### src/hw/rtl/lfu_pkg.sv
package lfu_pkg;

   localparam int CAPACITY_DEFAULT = 16;

   localparam int KEY_W   = 32;
   localparam int VAL_W   = 32;
   localparam int COUNT_W = 32;
   localparam int TIME_W  = 48;
   localparam int CAP_W   = 5;
   localparam int DATA_W  = 32;
   localparam int ADDR_W  = 3;

   localparam logic [CAP_W-1:0] CAP_RESET = CAP_W'(16);

   localparam logic OPC_GET = 1'b0;
   localparam logic OPC_PUT = 1'b1;

   // paddr[2] selects the register word
   localparam logic CSR_CAPACITY_SEL = 1'b0;

   // search item handed from cell to cell
   typedef struct packed {
      logic               hit;
      logic [VAL_W-1:0]   hit_value;
      logic               victim_valid;
      logic [KEY_W-1:0]   victim_key;
      logic [COUNT_W-1:0] victim_count;
      logic [TIME_W-1:0]  victim_time;
      logic               free_valid;
   } lfu_token_type;

   localparam lfu_token_type TOKEN_EMPTY = '{
      hit:          1'b0,
      hit_value:    '0,
      victim_valid: 1'b0,
      victim_key:   '0,
      victim_count: '0,
      victim_time:  '0,
      free_valid:   1'b0
   };

   // per-cell update command
   typedef struct packed {
      logic touch;
      logic set_value;
      logic clear;
      logic insert;
   } lfu_cmd_type;

endpackage

### src/hw/rtl/lfu_cell.sv
module lfu_cell import lfu_pkg::*; #(
   parameter int IDX_W = 4,
   parameter int IDX   = 0
) (
   input  logic                clock,
   input  logic                reset,
   input  logic [KEY_W-1:0]    req_key,
   input  lfu_token_type       tok_in,
   input  logic [IDX_W-1:0]    hit_idx_in,
   input  logic [IDX_W-1:0]    victim_idx_in,
   input  logic [IDX_W-1:0]    free_idx_in,
   output lfu_token_type       tok_out,
   output logic [IDX_W-1:0]    hit_idx_out,
   output logic [IDX_W-1:0]    victim_idx_out,
   output logic [IDX_W-1:0]    free_idx_out,
   input  lfu_cmd_type         cmd,
   input  logic [KEY_W-1:0]    wr_key,
   input  logic [VAL_W-1:0]    wr_value,
   input  logic [TIME_W-1:0]   wr_time,
   output logic                entry_valid
);

   logic               valid_ff, valid_in;
   logic [KEY_W-1:0]   key_ff;
   logic [VAL_W-1:0]   value_ff;
   logic [COUNT_W-1:0] count_ff;
   logic [TIME_W-1:0]  time_ff;

   lfu_token_type      tok_ff, tok_in_next;
   logic [IDX_W-1:0]   hit_idx_ff, hit_idx_in_next;
   logic [IDX_W-1:0]   victim_idx_ff, victim_idx_in_next;
   logic [IDX_W-1:0]   free_idx_ff, free_idx_in_next;

   logic own_hit;
   logic own_older;

   assign own_hit   = valid_ff && (key_ff == req_key);
   assign own_older = {count_ff, time_ff} < {tok_in.victim_count, tok_in.victim_time};

   always_comb begin
      tok_in_next        = tok_in;
      hit_idx_in_next    = hit_idx_in;
      victim_idx_in_next = victim_idx_in;
      free_idx_in_next   = free_idx_in;
      if (!tok_in.hit && own_hit) begin
         tok_in_next.hit       = 1'b1;
         tok_in_next.hit_value = value_ff;
         hit_idx_in_next       = IDX_W'(IDX);
      end
      // strict compare: earlier cell wins a full tie
      if (valid_ff && (!tok_in.victim_valid || own_older)) begin
         tok_in_next.victim_valid = 1'b1;
         tok_in_next.victim_key   = key_ff;
         tok_in_next.victim_count = count_ff;
         tok_in_next.victim_time  = time_ff;
         victim_idx_in_next       = IDX_W'(IDX);
      end
      if (!tok_in.free_valid && !valid_ff) begin
         tok_in_next.free_valid = 1'b1;
         free_idx_in_next       = IDX_W'(IDX);
      end
   end

   always_ff @(posedge clock) begin
      tok_ff        <= tok_in_next;
      hit_idx_ff    <= hit_idx_in_next;
      victim_idx_ff <= victim_idx_in_next;
      free_idx_ff   <= free_idx_in_next;
   end

   assign tok_out        = tok_ff;
   assign hit_idx_out    = hit_idx_ff;
   assign victim_idx_out = victim_idx_ff;
   assign free_idx_out   = free_idx_ff;

   always_comb begin
      valid_in = valid_ff;
      if (cmd.insert) begin
         valid_in = 1'b1;
      end else if (cmd.clear) begin
         valid_in = 1'b0;
      end
   end

   always_ff @(posedge clock) begin
      if (reset) begin
         valid_ff <= 1'b0;
      end else begin
         valid_ff <= valid_in;
      end
   end

   always_ff @(posedge clock) begin
      if (cmd.insert) begin
         key_ff   <= wr_key;
         value_ff <= wr_value;
         count_ff <= COUNT_W'(1);
         time_ff  <= wr_time;
      end else begin
         if (cmd.touch) begin
            if (count_ff != '1) begin
               count_ff <= count_ff + COUNT_W'(1);
            end
            time_ff <= wr_time;
         end
         if (cmd.set_value) begin
            value_ff <= wr_value;
         end
      end
   end

   assign entry_valid = valid_ff;

endmodule

### config.mk
export PLATFORM = sky130hd
export DESIGN_NAME = lfu_cell
export DESIGN_NICKNAME = d
export VERILOG_FILES = /design/src/hw/rtl/lfu_pkg.sv /design/src/hw/rtl/lfu_cell.sv
export SDC_FILE = /design/constraint.sdc
export NUM_CORES = 1
export LEC_CHECK = 0
export BUFFER_PORTS_ARGS = -buffer_cell sky130_fd_sc_hd__buf_2
export CORE_AREA = 2 2 180 182
export DETAILED_ROUTE_END_ITERATION = 8
export DIE_AREA = 0 0 182 184
export HOLD_SLACK_MARGIN = 0.06
export PLACE_DENSITY = 0.71
export SLEW_MARGIN = 20
export SYNTH_ARGS = -nofsm -noshare
export SYNTH_HDL_FRONTEND = slang
export SYNTH_SLANG_ARGS = --single-unit
### constraint.sdc
create_clock -name clock -period 4.7 [get_ports clock]
set_input_delay 0.47 -clock clock [delete_from_list [all_inputs] [get_ports clock]]
set_output_delay 0.47 -clock clock [all_outputs]
set_load 0.05 [all_outputs]
==> results.md <==
- The sequential cell area in the final layout is 0.007207 mm2.
- The endpoint identified for the worst register-to-register timing path is tok_out[69]$_DFF_P_.
- The library cell occupying the most area in the post-synthesis netlist is sky130_fd_sc_hd__dfxtp_1.
- The TritonCTS clock tree is done.
- The total nets after synthesis is 1348.
- The gate family responsible for the most delay along the worst path is compound AO/OA/AOI/OAI gates.
- The number of max-cap violations is 0.
- The setup slack of the worst register-to-register path is around 1.3 ns.
- The number of endpoints with negative hold slack in the final report is 0.
- The critical-path cell with the highest stage delay is sky130_fd_sc_hd__or4_1.
- The cell with the most instances after synthesis is sky130_fd_sc_hd__dfxtp_1.
- The number of different library cells in the post-synthesis netlist is 43.
- The detailed-route vias per instance is ~4.8.
- Ranked by instance count, the synthesized netlist is headed by sky130_fd_sc_hd__dfxtp_1 (192), sky130_fd_sc_hd__mux2_2 (135), sky130_fd_sc_hd__edfxtp_1 (112).
- For the worst setup path, the data required time is 5.08 ns.
- The number of buffers and inverters on the critical path is 1.
- The static leakage is ~0.0075 uW.
- The post-CTS setup buffer count is 0.
- At the pin with the least slew margin, the transition time is 0.8399 ns.
- The maximum clock skew at final layout is 0.02004 ns.
- Of the total power, the clock network draws 0.390.
- The share of the Yosys chip area taken by registers is 0.5882.
- In this run the count of I/O pins placed on the die edge is 469.
- The first global-routing pass estimated 51600 um of wire.
- The average wire per standard cell is 18.69 um.
- The via count of the first global-routing pass came to 9157.
- The critical path goes through ha_1, and4_1, nand2_1, or4_1, a31oi_1, o21ai_1, a21oi_4, buf_4, mux2_2.
- The routed design has approximately 35000 um of wire.
- The number of antenna violations at the first check in global routing is 6.
- The largest single stage delay on the critical path is 0.51 ns.
- The worst setup path is of the reg2reg kind.
- The length of routed met3 wiring is 3241 um.
- After clock tree synthesis, the flow added hold-fix buffers numbering 0.
- The count of nets left with antenna violations once routing finished came out at 0.
- Of the total power, combinational logic draws 0.163.
- The remaining routing DRC violations is 0.
- The count of input and output buffers is ~470.
- In this run the worst path has a maximum fanout of 40.
- The hold path endpoint is entry_valid$_SDFFE_PP0P_.
- Along the worst hold path, the cell count comes to 2.
- The ratio of total power to cell area is 420.3 mW/mm2.
- By area the synthesized netlist is led by sky130_fd_sc_hd__dfxtp_1 (31%), sky130_fd_sc_hd__edfxtp_1 (27%), sky130_fd_sc_hd__mux2_2 (12%).
- Once placement completed, the tool counted placed cells totaling approximately 1800.
- Post-CTS repair changed the size of 0 cells.
- The analysis attributes to net switching a power of 1908 uW.
- Setup repair after global routing left no endpoint under its margin.
- The fraction of power spent switching nets is 0.2805.
- The share of synthesized area in the top cell type comes to 0.3137.
- Measured along the x axis, the die boundary spans 182 um.
- Entering global routing, the biggest net connects 77 pins.
- The critical path runs through a total of 9 cells.
- The synthesis-stage register bit count is 304.
- The post-CTS clock slew at the launch and capture registers of the worst setup and hold paths is 0.06 ns.
- The total iterations of the first detailed-routing run is 4.
- The highest layer used for signal routing is met5.
- Excluding fillers, the count of instances in the completed layout stands at about 1900.
- The first routing iteration left 316 violations.
- The post-synthesis instance total is approximately 960.
- The total setup violations reported at the end of the flow is 0.
- The maximum operating frequency is 292.1 MHz.
- The number of levels the H-tree was split into is 2.
- The overall global routing resource usage is 0.2012.
- Dividing the final minimum period by the clock period gives 0.7285.
- For this run, the leading register cell type out of synthesis is sky130_fd_sc_hd__dfxtp_1.
- After legalization and detailed placement, the total HPWL measured 27550 um.
- From synthesis to final layout, the design area changed by 32.05%.
- The worst setup path is captured at a register.
- The layout cell share with drive strength beyond 1 is 0.4607.
- CTS saw 304 sinks.
- The summed negative setup slack over all endpoints is 0 ns.
- Before CTS, the worst setup slack after placement is 1.002 ns.
- After synthesis, the share of flip-flops with an asynchronous set or reset is 0.
- The number of synthesized flops with an enable pin is between 100 and 150.
- The cell sitting at the root of the clock tree is a sky130_fd_sc_hd__clkbuf_16.
- The die is 184 um tall.
- The headroom to the max-slew limit is 0.4401.
- The number of synthesis warnings is 0.
- The cell area after synthesis is about 0.012 mm2.
- The total vias in the final route is 9018.
- The later pin in the worst-skew pair is clocked with a latency of 0.52 ns.
- The total congestion overflow is 0.
- Cell internal power was estimated by the tool at between 4000 and 5000 uW.
- Data arrives at the worst endpoint at 3.81 ns.
- For this block, wires on met1 add up to 14000 um.
- The total clock buffers created by CTS is 35.
- The core outline area is between 0.03 and 0.04 mm2.
- The flow ran to the end, and the final reports show no timing, DRC or antenna violations.
- At the end of the flow, the number of nets in the layout was 1836.
- The detailed route wirelength on metal2 is 17030 um.
- The multi-input combinational cells in the finished layout cover a total of 0.004591 mm2.
- The fill cell total of the finished layout is about 2800.
- The longest clock path from root to sink contains 3 buffers.
- For the worst flop-to-flop path, the logic depth is 9.
- The number of placement rows is 65.
- The register share of total power is 0.447.
- The launch instance of the worst min-delay path is reset.
- The startpoint of the lowest-slack register-to-register path is time_ff[11]$_DFFE_PP_.
- The peak ir drop on the vdd network is 0.0002850 V.
- The initial utilization of the core area, before any placement, comes to 0.3903.
- The number of max-slew violations in the final report was 0.
- The area of the die is 0.03349 mm2.
- The placer's final routability congestion estimate is 0.8231.
- The post-synthesis average cell area is roughly 13 um2.
- The worst-case setup margin in the final layout is 1.276 ns.
- In this run the worst hold path is classified as in2reg.
- Counting I/O delays and the setup requirement, the final critical path takes 3.424 ns.
- STA classifies the critical path startpoint as a register.
-- per-layer routing --
metal	vias to the layer above	track usage
met2	363	0.3447
met3	60	0.06933
met4	4	0.06323
met1	4215	0.2379
met5	-	0
li1	4376	-
-- metrics by stage --
stage                     hold WS (ns)  power (uW)  cell area [um2]  utilization
after floorplan                 0.4478        3814            12250            -
after global placement          0.4489        4188            15040       0.4790
after detailed placement        0.4566        4206            15040       0.4790
after CTS                      0.09665        6881            16170       0.5152
after global routing           0.09192        7067            16180       0.5153
final                           0.1217        6801            16180       0.5154
-- cell usage in the layout (no fill, tap or decap), types with 34 or more instances in the layout --
cell / Yosys / final
sky130_fd_sc_hd__buf_2: 11 / 468
sky130_fd_sc_hd__clkbuf_16: 0 / 36
sky130_fd_sc_hd__mux2_2: 135 / 135
sky130_fd_sc_hd__a21oi_1: 36 / 36
sky130_fd_sc_hd__dfxtp_1: 192 / 192
sky130_fd_sc_hd__ha_1: 80 / 80
sky130_fd_sc_hd__xor2_1: 39 / 39
sky130_fd_sc_hd__edfxtp_1: 112 / 112
sky130_fd_sc_hd__nand2_1: 34 / 34
sky130_fd_sc_hd__inv_1: 88 / 88
-- state kept, by name (all words and copies together), names as in the netlist, 4 cells and up --
name and flops:
victim_idx_out 4, free_idx_out 4, time_ff 48, hit_idx_out 4
count_ff 32, value_ff 32, tok_out 147, key_ff 32
-- power by group through the flow --
stage | clock (uW) | sequential [uW] | combinational (uW)
final | 2650 | 3040 | 1110
after global routing | 2820 | 3060 | 1180
after CTS | 2720 | 3040 | 1120
after detailed placement | 0 | 3100 | 1110
after global placement | 0 | 3090 | 1090
after floorplan | 0 | 3500 | 314
-- final cells by class --
cell class	count	area share
Clock inverter	20	0.01075
Antenna cell	3	0.0004640
Timing Repair Buffer	475	0.1488
Multi-Input combinational cell	543	0.2837
Clock buffer	44	0.05939
Tap cell	402	0.03109
Inverter	88	0.02041
Sequential cell	304	0.4454
-- worst max path at each step --
stage                           from              endpoint  slack, ns
6_report       time_ff[11]$_DFFE_PP_   tok_out[69]$_DFF_P_       1.28
4_1_cts        time_ff[11]$_DFFE_PP_   tok_out[69]$_DFF_P_       1.16
5_1_grt        time_ff[14]$_DFFE_PP_   tok_out[90]$_DFF_P_       1.06
3_3_place_gp              tok_in[12]   tok_out[83]$_DFF_P_       1.02
2_1_floorplan             tok_in[16]  tok_out[100]$_DFF_P_       1.88
3_5_place_dp              tok_in[16]   tok_out[96]$_DFF_P_       1.00
-- worst register-to-register path, stage by stage, from the launching register on --
cell                       delay (ns)
sky130_fd_sc_hd__edfxtp_1        0.39
sky130_fd_sc_hd__ha_1            0.33
sky130_fd_sc_hd__and4_1          0.25
sky130_fd_sc_hd__nand2_1         0.06
sky130_fd_sc_hd__or4_1           0.51
sky130_fd_sc_hd__a31oi_1         0.44
sky130_fd_sc_hd__o21ai_1         0.19
sky130_fd_sc_hd__a21oi_4         0.22
sky130_fd_sc_hd__buf_4           0.47
sky130_fd_sc_hd__mux2_2          0.43
-- kinds of logic (layout without fill, tap and decap cells) --
kind of cell | after synthesis | count (layout) | synth area share
other cells | 0 | 3 | 0
fa+ha+maj | 80 | 80 | 0.08169
mux | 145 | 145 | 0.1325
flops | 304 | 304 | 0.5882
compound gates | 79 | 79 | 0.03809
buf+inv | 112 | 627 | 0.03850
xor+xnor | 56 | 56 | 0.04003
simple gates | 183 | 183 | 0.08098
Power figures use the tool's default switching activity.
